## src/sv/bcp_pkg.sv

```systemverilog
// shared types, constants and the cordic arc table for the bean curve point block
`default_nettype none
package bcp_pkg;

  localparam int PHASE_BITS_DEF  = 16;
  localparam int SAMPLE_BITS_DEF = 16;
  localparam int CORDIC_STEPS    = 28;
  localparam int WORD_BITS       = 32;
  localparam int ANGLE_BITS      = 32;
  localparam int FRAC_BITS       = 30;

  typedef logic signed [WORD_BITS-1:0] word_t;

  localparam word_t CORDIC_GAIN = 32'sd652032874;

  localparam logic [1:0] QUAD_I   = 2'd0;
  localparam logic [1:0] QUAD_II  = 2'd1;
  localparam logic [1:0] QUAD_III = 2'd2;
  localparam logic [1:0] QUAD_IV  = 2'd3;

  typedef struct packed {
    word_t      x;
    word_t      y;
    word_t      z;
    logic [1:0] quad;
  } cordic_t;

  function automatic word_t arc_at(input int step);
    word_t a;
    case (step)
      0:       a = 32'sd536870912;
      1:       a = 32'sd316933406;
      2:       a = 32'sd167458907;
      3:       a = 32'sd85004756;
      4:       a = 32'sd42667331;
      5:       a = 32'sd21354465;
      6:       a = 32'sd10679838;
      7:       a = 32'sd5340245;
      8:       a = 32'sd2670163;
      9:       a = 32'sd1335087;
      10:      a = 32'sd667544;
      11:      a = 32'sd333772;
      12:      a = 32'sd166886;
      13:      a = 32'sd83443;
      14:      a = 32'sd41722;
      15:      a = 32'sd20861;
      16:      a = 32'sd10430;
      17:      a = 32'sd5215;
      18:      a = 32'sd2608;
      19:      a = 32'sd1304;
      20:      a = 32'sd652;
      21:      a = 32'sd326;
      22:      a = 32'sd163;
      23:      a = 32'sd81;
      24:      a = 32'sd41;
      25:      a = 32'sd20;
      26:      a = 32'sd10;
      27:      a = 32'sd5;
      default: a = '0;
    endcase
    return a;
  endfunction

endpackage
`default_nettype wire

```

## src/sv/bcp_cordic_cell.sv

```systemverilog
// one registered cordic rotation cell with its own valid and stall handshake
`default_nettype none
module bcp_cordic_cell #(
  parameter int STEP = 0
) (
  input  wire logic             clk,
  input  wire logic             rst,
  input  wire logic             up_valid,
  output logic                  up_ready,
  input  wire bcp_pkg::cordic_t up_data,
  output logic                  dn_valid,
  input  wire logic             dn_ready,
  output bcp_pkg::cordic_t      dn_data
);
  import bcp_pkg::*;

  localparam word_t ARC = arc_at(STEP);

  word_t   dx;
  word_t   dy;
  cordic_t data_next;

  assign up_ready = !dn_valid || dn_ready;

  always_comb begin
    dx             = up_data.y >>> STEP;
    dy             = up_data.x >>> STEP;
    data_next.quad = up_data.quad;
    if (up_data.z >= 0) begin
      data_next.x = up_data.x - dx;
      data_next.y = up_data.y + dy;
      data_next.z = up_data.z - ARC;
    end else begin
      data_next.x = up_data.x + dx;
      data_next.y = up_data.y - dy;
      data_next.z = up_data.z + ARC;
    end
  end

  always_ff @(posedge clk) begin
    if (rst) begin
      dn_valid <= 1'b0;
    end else if (up_ready) begin
      dn_valid <= up_valid;
    end
  end

  always_ff @(posedge clk) begin
    if (up_ready) begin
      dn_data <= data_next;
    end
  end

endmodule
`default_nettype wire

```

## config.mk

```make
export PLATFORM = sky130hd
export DESIGN_NAME = bcp_cordic_cell
export DESIGN_NICKNAME = d
export VERILOG_FILES = /design/src/sv/bcp_pkg.sv /design/src/sv/bcp_cordic_cell.sv
export SDC_FILE = /design/constraint.sdc
export NUM_CORES = 1
export LEC_CHECK = 0
export BUFFER_PORTS_ARGS = -buffer_cell sky130_fd_sc_hd__buf_4
export CAP_MARGIN = 40
export CORE_MARGIN = 4
export CORE_UTILIZATION = 40
export DETAILED_ROUTE_END_ITERATION = 10
export PLACE_DENSITY = 0.73
export SETUP_SLACK_MARGIN = 0.02
export SKIP_LAST_GASP = 1
export SLEW_MARGIN = 20
export SYNTH_ARGS = -nofsm -noshare
export SYNTH_HDL_FRONTEND = slang
export SYNTH_SLANG_ARGS = --single-unit
```

## constraint.sdc

```tcl
create_clock -name clk -period 11.2 [get_ports clk]
set_input_delay 2.8 -clock clk [delete_from_list [all_inputs] [get_ports clk]]
set_output_delay 2.8 -clock clk [all_outputs]
set_load 0.005 [all_outputs]
```

Word-level counts from Yosys, hierarchy flattened

Index checks and enable logic that the tools add are counted.

Add/sub/neg operators: 5
$mul: 0
Divide/modulo/power cells: 0
$lt $le $gt $ge: 1
Eq/ne operators: 0
Shift operators: 0
Multiplexer cells: 1
Bitwise logic cells: 0
Reductions and logical operators: 2

Operators with widths:

| kind                                                                | count |
|---|---|
| two-way mux 96 bit                                                  | 1 |
| subtractor 32 bit                                                   | 2 |
| adder 32 x 31 -> 32 bit (second input constant)                     | 1 |
| adder 32 bit                                                        | 1 |
| greater-or-equal comparator 32 x 1 -> 1 bit (second input constant) | 1 |
| subtractor 32 x 31 -> 32 bit (second input constant)                | 1 |
| logical NOT 1 bit                                                   | 1 |
| logical OR 1 bit                                                    | 1 |

Bits in registers: 99
Latch bits: 0
RAM bits: 0
Bits in read-only memories: 0
Input bits: 102
Output and inout bits: 100
Logic and storage cells: 14
Memories: 0

Longest topological paths before layout

Depth after elaboration: 2
Mapped depth: 12
Depth with buffers taken out: 11

Least setup slack after synthesis

Ideal clock, no wire load.

Path kind: in2out
Start: input port dn_ready
End: output port up_ready
Arrival: 5.207 ns
Path slack: 3.193 ns
Cell stages on the path: 1
Cells stage by stage: nand2b_1

Cells in the longest elaborated chain, start to end: 1

RTL lines:

| element          | RTL line              | RTL |
|---|---|---|
| from (decl)      | bcp_cordic_cell.sv:12 | `input wire logic dn_ready,` |
| logical OR 1 bit | bcp_cordic_cell.sv:23 | `assign up_ready = !dn_valid \|\| dn_ready;` |
| to (decl)        | bcp_cordic_cell.sv:9  | `output logic up_ready,` |

No other way between the ends.

Final worst setup path

Ends and elaborated chain as after synthesis.

==> key figures <==
STA
  – Hold Fails Final Rpt: 0
  – RSZ-0062 raised after global routing: no
  – Setup WS post-layout: 4.77 ns
  – Final setup vio count: 0
  – Tmin final: 6.43 ns
  – Achievable frequency: 156 MHz
  – Slew @ Worst Pin: 0.991 ns
  – Final Cycle Share: 57.4%
  – Max Slew Vio Count: 0
  – Setup_tns: 0 ns
  – Clk_skew: 0.00779 ns
  – Normalized max-slew margin: 33.1%

Critical path
  – Req. time, crit path: 8.40 ns
  – CP endpoint: up_ready
  – R2r worst-path depth: 2
  – R2R Path End: dn_data[92]$_DFFE_PP_
  – Critical path launch point type: primary input
  – Critical Path Max Stage Delay: 0.42 ns
  – Worst setup EP type: output port
  – Cell Chain, Critical Path: buf_4, nand2b_4, buf_4
  – WP buf/inv: 2
  – Setup slack, reg-to-reg: 9.31 ns
  – CP Launch Point: dn_ready
  – WP data arrival: 3.63 ns
  – FF-to-FF Start: dn_valid$_SDFFE_PP0P_
  – Slowest library cell on the worst path: nand2b_4
  – Crit Path Max Fanout: 46
  – CP top delay family: simple AND/OR/NAND/NOR gates
  – Most common cell type on the critical path: buf_4
  – Crit Path Category: primary input to output port
  – WP depth: 3

Clock tree
  – CTS Hold Buffers Added: 0
  – CTS tree: yes
  – Maximum clock insertion buffer count: 2
  – # resized after CTS: 0
  – Clock-pin slew on the worst setup and hold paths: 0.07 ns
  – Clk_lat worst skew: 0.34 ns
  – Setup Buffers After CTS: 0
  – Max H-tree Level: 3
  – CTS Buf Count: 9
  – Root buffer cell: clkbuf_16
  – Sink Count: 98

Final layout
  – Multi-input logic area: 5270 sq um
  – Area Overhead vs Synth: 22.6%
  – N_diodes: 0
  – Nets@finish: 1,369
  – Share of layout cells above drive strength 1: 21.0%
  – FF/Latch Area: 2930 sq um
  – FILL cells: 2,080
  – Final Util: 49.6%
  – Fin area: 10,800 sq um

Power
  – Cell Pwr Density: 121 nW/um^2
  – VDD IR max: 0.0000587 V
  – Total Power: 1.31 mW
  – Leak: 4.73 nW

Global route
  – Vias in the first global route: 7,301
  – All-layer global routing usage: 20.7%
  – Largest net degree at the start of global routing: 82
  – Global-route wire length before repair: 40.4 mm
  – Global route overflow: 0
  – Initial antenna violation count: 0

Yosys
  – Number of distinct library cells after synthesis: 77
  – EDFF count, synth: 97
  – Cells after synthesis: 991
  – Synthesized flop and latch total: 98
  – Mapped Nets: 1,200
  – Synth warn: 0
  – Synth Cell Area: 8800 sq um
  – Part of the Yosys area used for sequential elements: 33.3%
  – Synthesized area per cell: 8.88 sq um
  – Ys async rst share: 0%
  – Main synth FF type: edfxtp_1

Detailed routing
  – 1st-iter DRT viols: 698
  – Vias/cell: 5.53
  – Via count: 7,994
  – Drt drc: 0
  – DRT Pass-1 Iters: 5
  – Drt wl/cell: 18.5 microns
  – Final WL: 26.7 mm
  – Final ANT Viol Nets: 0

Die
  – Row count: 54
  – Initial Util: 40.5%
  – Core area: 21,800 sq um
  – Chip height: 156 microns
  – Die W: 156 microns
  – Die area: 24,400 sq um
  – IO Pins: 202

Placed design
  – DP Wirelength: 21.7 mm
  – Pre-CTS setup slack: 4.74 ns
  – GPL Wtd Cong: 0.918
  – DP Area: 10,500 sq um
  – Number of port buffers: 201

Run status
  – Run status: completed

Run
  – Max-cap viol count: 0

Min path
  – HP Class: register to register
## layer usage
layer / vias to the layer above / part of all wire (%) / global-route usage (%)
li1: 3889 / - / -
met1: 3707 / 47 / 32.2
met2: 379 / 42 / 31.0
met3: 19 / 9.2 / 2.63
met4: 0 / 0.94 / 3.76
met5: - / 0 / 0
## synth_stat cells (all sizes together) (17+ instances only)
library cell	count	share of area [%]
nor3	20	1.1
nor2	78	3.3
edfxtp	97	33
ha	103	15
a21oi	124	7.1
xnor2	47	4.7
nor2b	17	1.2
inv	99	4.2
nand2	56	2.4
clkbuf	20	0.87
buf	26	1.6
o21bai	20	1.7
nand3	21	1.3
o21ai	71	4.1
## how the worst min path moves through the flow
stage	endpoint	from	depth (start not counted)
2_1_floorplan	dn_valid$_SDFFE_PP0P_	dn_valid$_SDFFE_PP0P_	2
3_3_place_gp	dn_data[11]$_DFFE_PP_	dn_valid$_SDFFE_PP0P_	1
3_5_place_dp	dn_data[1]$_DFFE_PP_	dn_valid$_SDFFE_PP0P_	1
4_1_cts	dn_data[1]$_DFFE_PP_	dn_valid$_SDFFE_PP0P_	1
5_1_grt	dn_data[35]$_DFFE_PP_	dn_valid$_SDFFE_PP0P_	1
6_report	dn_data[11]$_DFFE_PP_	dn_valid$_SDFFE_PP0P_	1
## per-stage QoR
stage          instances  hold WS, ns
6_report            1445         1.03
5_1_grt             1445         1.11
4_1_cts             1444         1.08
3_5_place_dp        1428         1.06
3_3_place_gp        1428         1.02
2_1_floorplan        991         2.57
## sequential cells by signal, summed over array words and instances, names as in the netlist
register and flops:
dn_data 97, dn_valid 1
## cell families (layout without fill, tap and decap cells)
group	after synthesis	in the layout	synth area share (%)
simple gates	248	248	13.8
flops	98	98	33.3
mux	6	6	0.682
xor+xnor	60	60	5.97
fa+ha+maj	107	107	15.6
compound gates	324	324	23.8
buf+inv	148	322	6.87
## cells in the final DEF, fill, tap and decap left out, types with 4 or more instances in the layout
| master | n |
|---|---|
| buf_4 | 203 |
| a21oi_1 | 123 |
| ha_1 | 103 |
| inv_1 | 97 |
| edfxtp_1 | 97 |
| nor2_1 | 78 |
| o21ai_0 | 64 |
| nand2_1 | 56 |
| xnor2_1 | 47 |
| nor3_1 | 20 |
| nand3_1 | 20 |
| o21bai_1 | 19 |
| nor2b_1 | 17 |
| a211oi_1 | 14 |
| o211ai_1 | 13 |
| xor2_1 | 13 |
| a21o_1 | 12 |
| clkbuf_16 | 9 |
| nand4_1 | 8 |
| o31ai_1 | 8 |
| or3_1 | 7 |
| nor4_1 | 7 |
| o21a_1 | 7 |
| nand2b_1 | 6 |
| o21ai_1 | 6 |
| o31a_1 | 6 |
| mux2i_1 | 6 |
| a22oi_1 | 5 |
| and3_1 | 4 |
| or2_2 | 4 |
| and2_1 | 4 |
| o41ai_1 | 4 |
| a31oi_1 | 4 |
| fa_1 | 4 |
## power breakdown
part | leakage [nW] | switching, mW | internal [mW] | total [mW]
Sequential | 1.01 | 0.0207 | 0.482 | 0.503
Combinational | 3.58 | 0.276 | 0.215 | 0.491
Clock | 0.142 | 0.132 | 0.180 | 0.312
Total | 4.73 | 0.429 | 0.877 | 1.31
## final cells by class
type | count | area share [%]
sequential | 98 | 27.2
timing repair buffer | 204 | 14.4
clock inverter | 5 | 0.580
multi-input combinational | 745 | 48.8
tap | 280 | 3.25
clock buffer | 11 | 2.25
inverter | 102 | 3.55
Note: power is estimated with default switching activity, not from simulation.
